File: src/hdl/dfts_pkg.sv
// dfts_pkg: constants, field widths and controller/datapath command and status
// types for the flush throttle scheduler. No dependencies.
`default_nettype none

package dfts_pkg;

  // Stream field widths
  localparam int unsigned ACT_W     = 2;
  localparam int unsigned TIME_W    = 32;
  localparam int unsigned FRAC_W    = 20;
  localparam int unsigned CNT32_W   = 32;
  localparam int unsigned ENT_W     = 31;
  localparam int unsigned SLEEP_W   = 30;
  localparam int unsigned QUANT_W   = 16;
  localparam int unsigned IN_DATA_W = 184;
  localparam int unsigned OUT_DATA_W = 64;
  localparam int unsigned CFG_IDX_W = 2;

  // Action codes carried in in_tuser
  localparam logic [ACT_W-1:0] ACT_L0_ACCESS = 2'd0;
  localparam logic [ACT_W-1:0] ACT_L1_ACCESS = 2'd1;
  localparam logic [ACT_W-1:0] ACT_EVALUATE  = 2'd2;

  // Configuration register indexes
  localparam logic [CFG_IDX_W-1:0] REG_MANUAL = 2'd0;
  localparam logic [CFG_IDX_W-1:0] REG_L0_Q   = 2'd1;
  localparam logic [CFG_IDX_W-1:0] REG_L1_Q   = 2'd2;

  // Scheduling constants
  localparam int unsigned FRAC_SCALE     = 1000000;
  localparam int unsigned WINDOW_SECONDS = 60;
  localparam logic [TIME_W-1:0]  FRAC_LO   = TIME_W'(FRAC_SCALE * 5 / 10);
  localparam logic [TIME_W-1:0]  FRAC_HI   = TIME_W'(FRAC_SCALE * 9 / 10);
  localparam logic [TIME_W-1:0]  WINDOW    = TIME_W'(WINDOW_SECONDS);
  localparam logic [SLEEP_W-1:0] SLEEP_FOREVER = 30'd1000000000;
  localparam logic [SLEEP_W-1:0] QUOT_CAP      = 30'd100000;
  localparam logic [QUANT_W-1:0] QUANT_RESET   = 16'd120;

  // floor(x/10) = (x * RECIP_M) >> RECIP_SHIFT for any x below 2^34
  localparam int unsigned RECIP_X_W   = 34;
  localparam int unsigned RECIP_HALF  = 17;
  localparam int unsigned RECIP_SHIFT = 37;
  localparam logic [RECIP_X_W-1:0] RECIP_M = 34'd13743895348;

  // Divider: 63-bit dividend, 32-bit divisor
  localparam int unsigned DVD_W = 63;
  localparam int unsigned DVS_W = 32;

  typedef struct packed {
    logic load;    // latch accepted beat
    logic decide;  // apply access / simple evaluation rules
    logic tgt;     // reciprocal partial products for the 70% target
    logic sum;     // fold partial products, form flushed count
    logic diff;    // denominator and numerator
    logic check;   // sign checks, launch divide
    logic apply;   // take quotient
    logic emit;    // load result register
  } dfts_cmd_t;

  typedef struct packed {
    logic need_calc;  // mid-band evaluation with window elapsed
    logic go_div;     // divide required
    logic div_done;
    logic out_free;   // result register can take a beat
  } dfts_sts_t;

endpackage

`default_nettype wire

File: src/hdl/dfts_ctrl.sv
// dfts_ctrl: sequencing state machine for the flush throttle scheduler.
// Depends on dfts_pkg; drives dfts_dp through command/status structs.
`default_nettype none

module dfts_ctrl (
  input  wire logic                clk,
  input  wire logic                rst_n,
  input  wire logic                in_tvalid,
  output logic                     in_tready,
  input  wire dfts_pkg::dfts_sts_t sts,
  output dfts_pkg::dfts_cmd_t      cmd
);
  import dfts_pkg::*;

  localparam logic [2:0] S_IDLE   = 3'd0;
  localparam logic [2:0] S_DECIDE = 3'd1;
  localparam logic [2:0] S_TGT    = 3'd2;
  localparam logic [2:0] S_SUM    = 3'd3;
  localparam logic [2:0] S_DIFF   = 3'd4;
  localparam logic [2:0] S_CHK    = 3'd5;
  localparam logic [2:0] S_DIV    = 3'd6;
  localparam logic [2:0] S_EMIT   = 3'd7;

  logic [2:0] state_r, state_nxt;

  always_comb begin
    state_nxt = state_r;
    cmd       = '0;
    in_tready = 1'b0;
    case (state_r)
      S_IDLE: begin
        // no beat is taken while reset is held
        in_tready = rst_n;
        if (in_tvalid && rst_n) begin
          cmd.load  = 1'b1;
          state_nxt = S_DECIDE;
        end
      end
      S_DECIDE: begin
        cmd.decide = 1'b1;
        state_nxt  = sts.need_calc ? S_TGT : S_EMIT;
      end
      S_TGT: begin
        cmd.tgt   = 1'b1;
        state_nxt = S_SUM;
      end
      S_SUM: begin
        cmd.sum   = 1'b1;
        state_nxt = S_DIFF;
      end
      S_DIFF: begin
        cmd.diff  = 1'b1;
        state_nxt = S_CHK;
      end
      S_CHK: begin
        cmd.check = 1'b1;
        state_nxt = sts.go_div ? S_DIV : S_EMIT;
      end
      S_DIV: begin
        if (sts.div_done) begin
          cmd.apply = 1'b1;
          state_nxt = S_EMIT;
        end
      end
      S_EMIT: begin
        if (sts.out_free) begin
          cmd.emit  = 1'b1;
          state_nxt = S_IDLE;
        end
      end
      default: state_nxt = S_IDLE;
    endcase
  end

  always_ff @(posedge clk) begin
    if (!rst_n) begin
      state_r <= S_IDLE;
    end else begin
      state_r <= state_nxt;
    end
  end

endmodule

`default_nettype wire

File: config.mk
export PLATFORM = sky130hd
export DESIGN_NAME = dfts_ctrl
export DESIGN_NICKNAME = d
export VERILOG_FILES = /design/src/hdl/dfts_pkg.sv /design/src/hdl/dfts_ctrl.sv
export SDC_FILE = /design/constraint.sdc
export NUM_CORES = 1
export LEC_CHECK = 0
export ABC_CLOCK_PERIOD_IN_PS = 1100
export BUFFER_PORTS_ARGS = -buffer_cell sky130_fd_sc_hd__buf_2
export CAP_MARGIN = 15
export CORE_AREA = 4 4 41 43
export CTS_CLUSTER_DIAMETER = 50
export DETAILED_ROUTE_END_ITERATION = 8
export DIE_AREA = 0 0 45 47
export PLACE_DENSITY = 0.5
export SYNTH_ARGS = -nofsm -noshare
export SYNTH_HDL_FRONTEND = slang
export SYNTH_SLANG_ARGS = --single-unit
export TNS_END_PERCENT = 50
File: constraint.sdc
create_clock -name clk -period 1.1 [get_ports clk]
set_clock_uncertainty 0.05 [all_clocks]
set_input_delay 0.055 -clock clk [delete_from_list [all_inputs] [get_ports clk]]
set_output_delay 0.055 -clock clk [all_outputs]
set_load 0.01 [all_outputs]
==> reports/qor.txt, run 1 <==
Layout fillers: 156
Clk_lat worst skew: 0.23 ns
# clock sinks: 3
Final #Nets: 73
GRT Residual Overflow: 0
Ys async rst share: 0
Synth area leaders: dfxtp_1, buf_6, nor3b_1
Number of synthesized register bits: 3
Unrepaired setup endpoints after global routing: true
Largest area contributor in the netlist: dfxtp_1
Die H: 47 microns
Crit path max fanout: 5
R2R Setup Slk: -0.14 ns
All-layer global routing usage: 0.0868
Synth Flop Type: dfxtp_1
Hold wc startpoint: rst_n
Detail Placement HPWL: 579 microns
Drt total wl: 793 microns
Area fraction of the dominant cell type after synthesis: 0.216
Slew HR: 0.807
Port-buffer cells: 15
VDD IR max: 1.24 mV
Hold buffers post-CTS: 0
Antenna Cells: 0
Total number of vias: 357
Max Slew Vio Count: 0
CTS tree: yes
Post-Syn Area: 278 sq um
WP data required: 1.17 ns
Period Utilization, post-route: 1.13
Final hold vios: 0
Worst hold path depth: 3
Largest regs: state_r x3
Starting Density: 0.213
Clock share of power: 0.121
Final setup TNS: -0.888 ns
Status: complete, but fails checks
Yosys cell types: 21
Count of final setup violators: 12
# DRC: 0
Commonest cells post-synth: dfxtp_1, inv_1, nand2_1, nor3b_1
Number of synthesized flops with an enable pin: 0
Failing checks: setup timing
CP endpoint kind: register
Htree depth: 1
Synth-to-Final Area Change: 104%
Clock buffer depth: 2
Vias in the first global route: 333
Syn_area_per_cell: 7.94 sq um
Max reg flops: 3
Final setup margin: -0.142 ns
Global-route wire length before repair: 1320 microns
Sw frac: 0.396
Reg2Reg Depth: 5
Fmax: 805 MHz
RR Endpoint: state_r[0]$_SDFFE_PN0P_
Leakage power total: 0.285 nW
Core area: 1300 sq um
Final ANT Viol Nets: 0
Clock transition at path regs: 0.04 ns
I/O Pins: 16
WL/cell: 9.91 microns
Initial drt markers: 1
Layout cells sized above 1: 0.692
Via-per-instance ratio: 4.46
PwrDens: 2800 nW/um^2
R2r startpoint: state_r[1]$_SDFFE_PN0P_
CTS buffer count: 3
Net Sw Power: 0.628 mW
Post-Layout Cell Count: 80
Die X: 45 microns
Cells after synthesis: 35
GP Congestion: 0.720
Dpl cells: 69
Largest net degree at the start of global routing: 7
Actual slew at the worst max-slew pin: 0.286 ns
Class of the worst hold path: input pin to register
Cell row count: 13
Comb power frac: 0.678
Kind of critical path: register to register
Internal Power: 0.957 mW
Critical path data arrival time: 1.32 ns
Synth Warn #: 0
Register name with the most flops: state_r
Root buffer cell: clkbuf_4
Seq pwr share: 0.201
Die area: 2120 sq um
Hold path endpoint: state_r[1]$_SDFFE_PN0P_
Max Cap Viol: 0
Worst Setup Start Kind: register
Initial DRT Pass Iterations: 3
Syn nets: 42
Register area share after synthesis: 0.216
Initial antenna violation count: 0
Period minus WS final: 1.24 ns
metrics by stage:
stage	total power, mW	hold WS [ns]	worst slack (ns)	cell area (sq um)	utilization
after floorplan	0.751	0.119	-0.00149	279	-
after global placement	0.979	0.279	-0.0978	398	0.306
after detailed placement	0.983	0.284	-0.0776	398	0.306
after CTS	1.45	0.0297	-0.173	518	0.398
after global routing	1.73	0.0421	-0.205	567	0.436
final	1.58	0.0354	-0.142	567	0.436
critical path: stages, from the launching register on:
cell     delay, ns
dfxtp_4       0.35
buf_6         0.12
a211o_1       0.27
a21oi_2       0.15
inv_1         0.06
and3_1        0.13
worst max path at each step:
stage | from | to | depth (start not counted)
floorplan | state_r[2]$_SDFFE_PN0P_ | state_r[2]$_SDFFE_PN0P_ | 3
global placement | state_r[0]$_SDFFE_PN0P_ | state_r[2]$_SDFFE_PN0P_ | 4
detailed placement | state_r[0]$_SDFFE_PN0P_ | state_r[2]$_SDFFE_PN0P_ | 4
CTS | state_r[1]$_SDFFE_PN0P_ | cmd[7] | 4
global route | state_r[1]$_SDFFE_PN0P_ | state_r[0]$_SDFFE_PN0P_ | 5
finish | state_r[1]$_SDFFE_PN0P_ | state_r[0]$_SDFFE_PN0P_ | 5
area by class of cell:
type | instances | area, sq um | area share
clock buffers | 4 | 26.3 | 0.0464
inverters | 3 | 13.8 | 0.0243
multi-input cells | 26 | 225 | 0.397
flip-flops and latches | 3 | 71.3 | 0.126
well taps | 15 | 18.8 | 0.0331
repair buffers | 29 | 211 | 0.373
power groups by stage:
| stage | sequential, mW | combinational (mW) | clock (mW) |
|---|---|---|---|
| detailed placement | 0.288 | 0.695 | 0 |
| global route | 0.330 | 1.18 | 0.213 |
| floorplan | 0.224 | 0.527 | 0 |
| CTS | 0.300 | 0.940 | 0.206 |
| finish | 0.319 | 1.07 | 0.192 |
| global placement | 0.287 | 0.692 | 0 |
what timing repair did:
action | 4_1_cts | 5_1_grt
buffers inserted | 5 | 2
pin swaps | 7 | 11
resized for setup | 18 | 7
endpoints found under the setup margin | 12 | 12
per-layer routing:
metal | wire (microns) | vias to the layer above | share of wire | GRT usage
li1 | - | 185 | - | -
met1 | 310 | 165 | 0.39 | 0.0862
met2 | 434 | 7 | 0.55 | 0.144
met3 | 48 | 0 | 0.061 | 0.0230
met4 | 0 | 0 | 0 | 0.0877
met5 | 0 | - | 0 | 0
cells in the final DEF (no fill, tap or decap), types with 2 or more instances in the layout:
cell type	count
o21ai_0	2
inv_1	2
a21oi_1	2
nand2_1	2
buf_4	7
dfxtp_4	3
clkbuf_4	3
nor3b_2	3
buf_2	13
and3_1	2
buf_6	8
cell families after synthesis:
family | Yosys count | share of synthesized area
buffers and inverters | 6 | 0.140
DFF | 3 | 0.216
AOI/OAI and AO/OA | 10 | 0.288
and+or+nand+nor | 15 | 0.320
muxes | 1 | 0.0360
(Power assumes the default switching activity.)
==> run 2, diff against run 1 <==
--- a/config.mk
+++ b/config.mk
@@ -6,12 +6,13 @@
 export NUM_CORES = 1
 export LEC_CHECK = 0
 export ABC_CLOCK_PERIOD_IN_PS = 1100
-export BUFFER_PORTS_ARGS = -buffer_cell sky130_fd_sc_hd__buf_2
+export BUFFER_PORTS_ARGS = -buffer_cell sky130_fd_sc_hd__clkbuf_2
 export CAP_MARGIN = 15
 export CORE_AREA = 4 4 41 43
 export CTS_CLUSTER_DIAMETER = 50
 export DETAILED_ROUTE_END_ITERATION = 8
 export DIE_AREA = 0 0 45 47
+export HOLD_SLACK_MARGIN = 0.08
 export PLACE_DENSITY = 0.5
 export SYNTH_ARGS = -nofsm -noshare
 export SYNTH_HDL_FRONTEND = slang
==> run 2 against run 1 <==
Sequential cell count unchanged. The flow still finishes with violations (setup timing). Worst hold slack improved by 0.071 ns. Clock power about the same. Largest cell class is now non-clock buffers. Total power is 11% higher. Via count rose by 4.5%. Sequential share of layout area shrank 0.76 points. First-iteration DRC count grew to 4.0 times the previous value. Sequential power increased by 3%. Critical path depth fell by 1. Register-to-register slack got worse by 0.07 ns. Clock-buffer cell count is the same. Routed wire length up 21%.
==> reports/qor.txt, run 2 (synthesis results as in run 1) <==
Met2 Resource Use GR: 0.155 (+0.0113)
Most frequent cells in the layout: buf_4, clkbuf_2, buf_2, buf_6
Clock transition at path regs: 0.04 ns (about the same)
Status: complete, but fails checks
CTS buffer count: 3 (unchanged)
Leakage power total: 0.311 nW (+9.1%)
Initial DRT Pass Iterations: 3 (unchanged)
Sw frac: 0.400 (+0.00420)
Final #Nets: 77 (+5.5%)
Worst Path Buf+Inv: 2 (unchanged)
Top cell family by delay on the critical path: compound AO/OA/AOI/OAI gates
Count of final setup violators: 12 (unchanged)
Kind of critical path: register to register
Starting Density: 0.213 (unchanged)
GRT Residual Overflow: 0 (unchanged)
Global-route wire length before repair: 1470 microns (+12%)
Critical path depth in cells: 4 (-1)
Dpl cells: 70 (+1.4%)
Initial drt markers: 4 (+3)
Crit path max fanout: 5 (unchanged)
Slew HR: 0.737 (-0.0698)
Period Utilization, post-route: 1.20 (+0.0670)
Net Sw Power: 0.704 mW (+12%)
Post-Layout Cell Count: 84 (+5.0%)
Drt total wl: 958 microns (+21%)
Internal Power: 1.05 mW (+10%)
Cell row count: 13 (unchanged)
Max Cap Viol: 0 (unchanged)
# DRC: 0 (unchanged)
GP Congestion: 0.707 (-1.8%)
Critical path data arrival time: 1.43 ns (+0.11 ns)
Max incr delay on CP: 0.38 ns (+0.03 ns)
Total number of vias: 373 (+4.5%)
Final hold vios: 0 (unchanged)
CP endpoint kind: register
Actual slew at the worst max-slew pin: 0.389 ns (+0.103 ns)
Reg2Reg Depth: 4 (-1)
Port-buffer cells: 15 (unchanged)
Largest net degree at the start of global routing: 8 (+1)
Worst Setup Start Kind: register
Die area: 2120 sq um (unchanged)
Layout cells sized above 1: 0.725 (+0.0323)
Fin Hold WS: 0.107 ns (+0.0714 ns)
Worst hold path depth: 3 (unchanged)
Antenna Cells: 0 (unchanged)
I/O Pins: 16 (unchanged)
Synth-to-Final Area Change: 117%
Max reg flops: 3 (unchanged)
Final ANT Viol Nets: 0 (unchanged)
# clock sinks: 3 (unchanged)
GR Layer Usage met3: 0.0345 (+0.0115)
Worst-path cell with the longest stage delay: o311ai_0
Htree depth: 1 (unchanged)
Total power: 1.76 mW (+11%)
Layout fillers: 131 (-16%)
Core area: 1300 sq um (unchanged)
Final setup TNS: -1.14 ns (-0.248 ns)
PwrDens: 2920 nW/um^2 (+4.3%)
Max Slew Vio Count: 0 (unchanged)
WP data required: 1.22 ns (+0.05 ns)
VDD IR max: 1.58 mV (+27%)
Comb power frac: 0.702 (+0.024)
Failing checks: setup timing
All-layer global routing usage: 0.0956 (+0.00876)
Gr busiest metal: met2
Initial antenna violation count: 0 (unchanged)
Largest regs: state_r x3
Worst slack at placement: -0.0781 ns (-0.000469 ns)
WL/cell: 11.4 microns (+15%)
Leading cell type in the layout, fill and taps excluded: buf_4
Fmax: 760 MHz (-5.6%)
Die H: 47 microns (unchanged)
Vias in the first global route: 354 (+6.3%)
Register name with the most flops: state_r
Global-route met1 utilization: 0.109 (+0.0229)
CP Cell Sequence: buf_6, buf_4, o311ai_0, and3_1
Root buffer cell: clkbuf_4
Clock buffer depth: 2 (unchanged)
Via-per-instance ratio: 4.44 (-0.49%)
CTS tree: yes
Final setup margin: -0.216 ns (-0.0737 ns)
Clk_lat worst skew: 0.23 ns (about the same)
Period minus WS final: 1.32 ns (+0.0737 ns)
Class of the worst hold path: input pin to register
Seq pwr share: 0.188 (-0.013)
Unrepaired setup endpoints after global routing: true
Clock share of power: 0.110 (-0.011)
Die X: 45 microns (unchanged)
[run 2: layout make-up]
cell class                 instances  area (sq um)  share of cell area
multi-input combinational         26           235               0.390
clock buffer                       4          26.3              0.0436
inverter                           3          13.8              0.0228
sequential                         3          71.3               0.118
tap                               15          18.8              0.0311
timing repair buffer              33           238               0.394
[run 2: path summary, 6_finish.rpt]
kind	start	to	slack (ns)
max	state_r[1]$_SDFFE_PN0P_	state_r[0]$_SDFFE_PN0P_	-0.22
min	in_tvalid	state_r[1]$_SDFFE_PN0P_	0.11
max reg2reg	state_r[1]$_SDFFE_PN0P_	state_r[0]$_SDFFE_PN0P_	-0.22
min reg2reg	state_r[2]$_SDFFE_PN0P_	state_r[1]$_SDFFE_PN0P_	0.67
[run 2: worst reg2reg max path, cell delays in order, from the launching register on]
cell and delay [ns]:
dfxtp_4 0.35, buf_6 0.12, buf_4 0.12, o311ai_0 0.38, and3_1 0.22
[run 2: metal layers]
layer,share of wire,wire [microns]
met1,0.36,348
met2,0.60,577
met3,0.032,31
met4,0,0
met5,0,0
[run 2: power by group through the flow]
| stage | Combinational [mW] | Sequential [mW] | Clock (mW) |
|---|---|---|---|
| global placement | 0.720 | 0.289 | 0 |
| finish | 1.23 | 0.330 | 0.194 |
| CTS | 1.02 | 0.317 | 0.205 |
| global route | 1.36 | 0.345 | 0.220 |
| floorplan | 0.527 | 0.224 | 0 |
| detailed placement | 0.719 | 0.291 | 0 |
[run 2: metrics by stage]
step	util	instance area, sq um
6_report	0.463	603
3_3_place_gp	0.312	405
5_1_grt	0.463	603
4_1_cts	0.420	547
3_5_place_dp	0.312	405
2_1_floorplan	-	279
[run 2: what timing repair did]
action / CTS / global route
gates resized for setup: 20 / 15
pin swaps: 7 / 10
hold buffers: 1 / 0
hold endpoints to repair: 2 / 0
setup endpoints to repair: 12 / 12
buffers inserted: 6 / 3
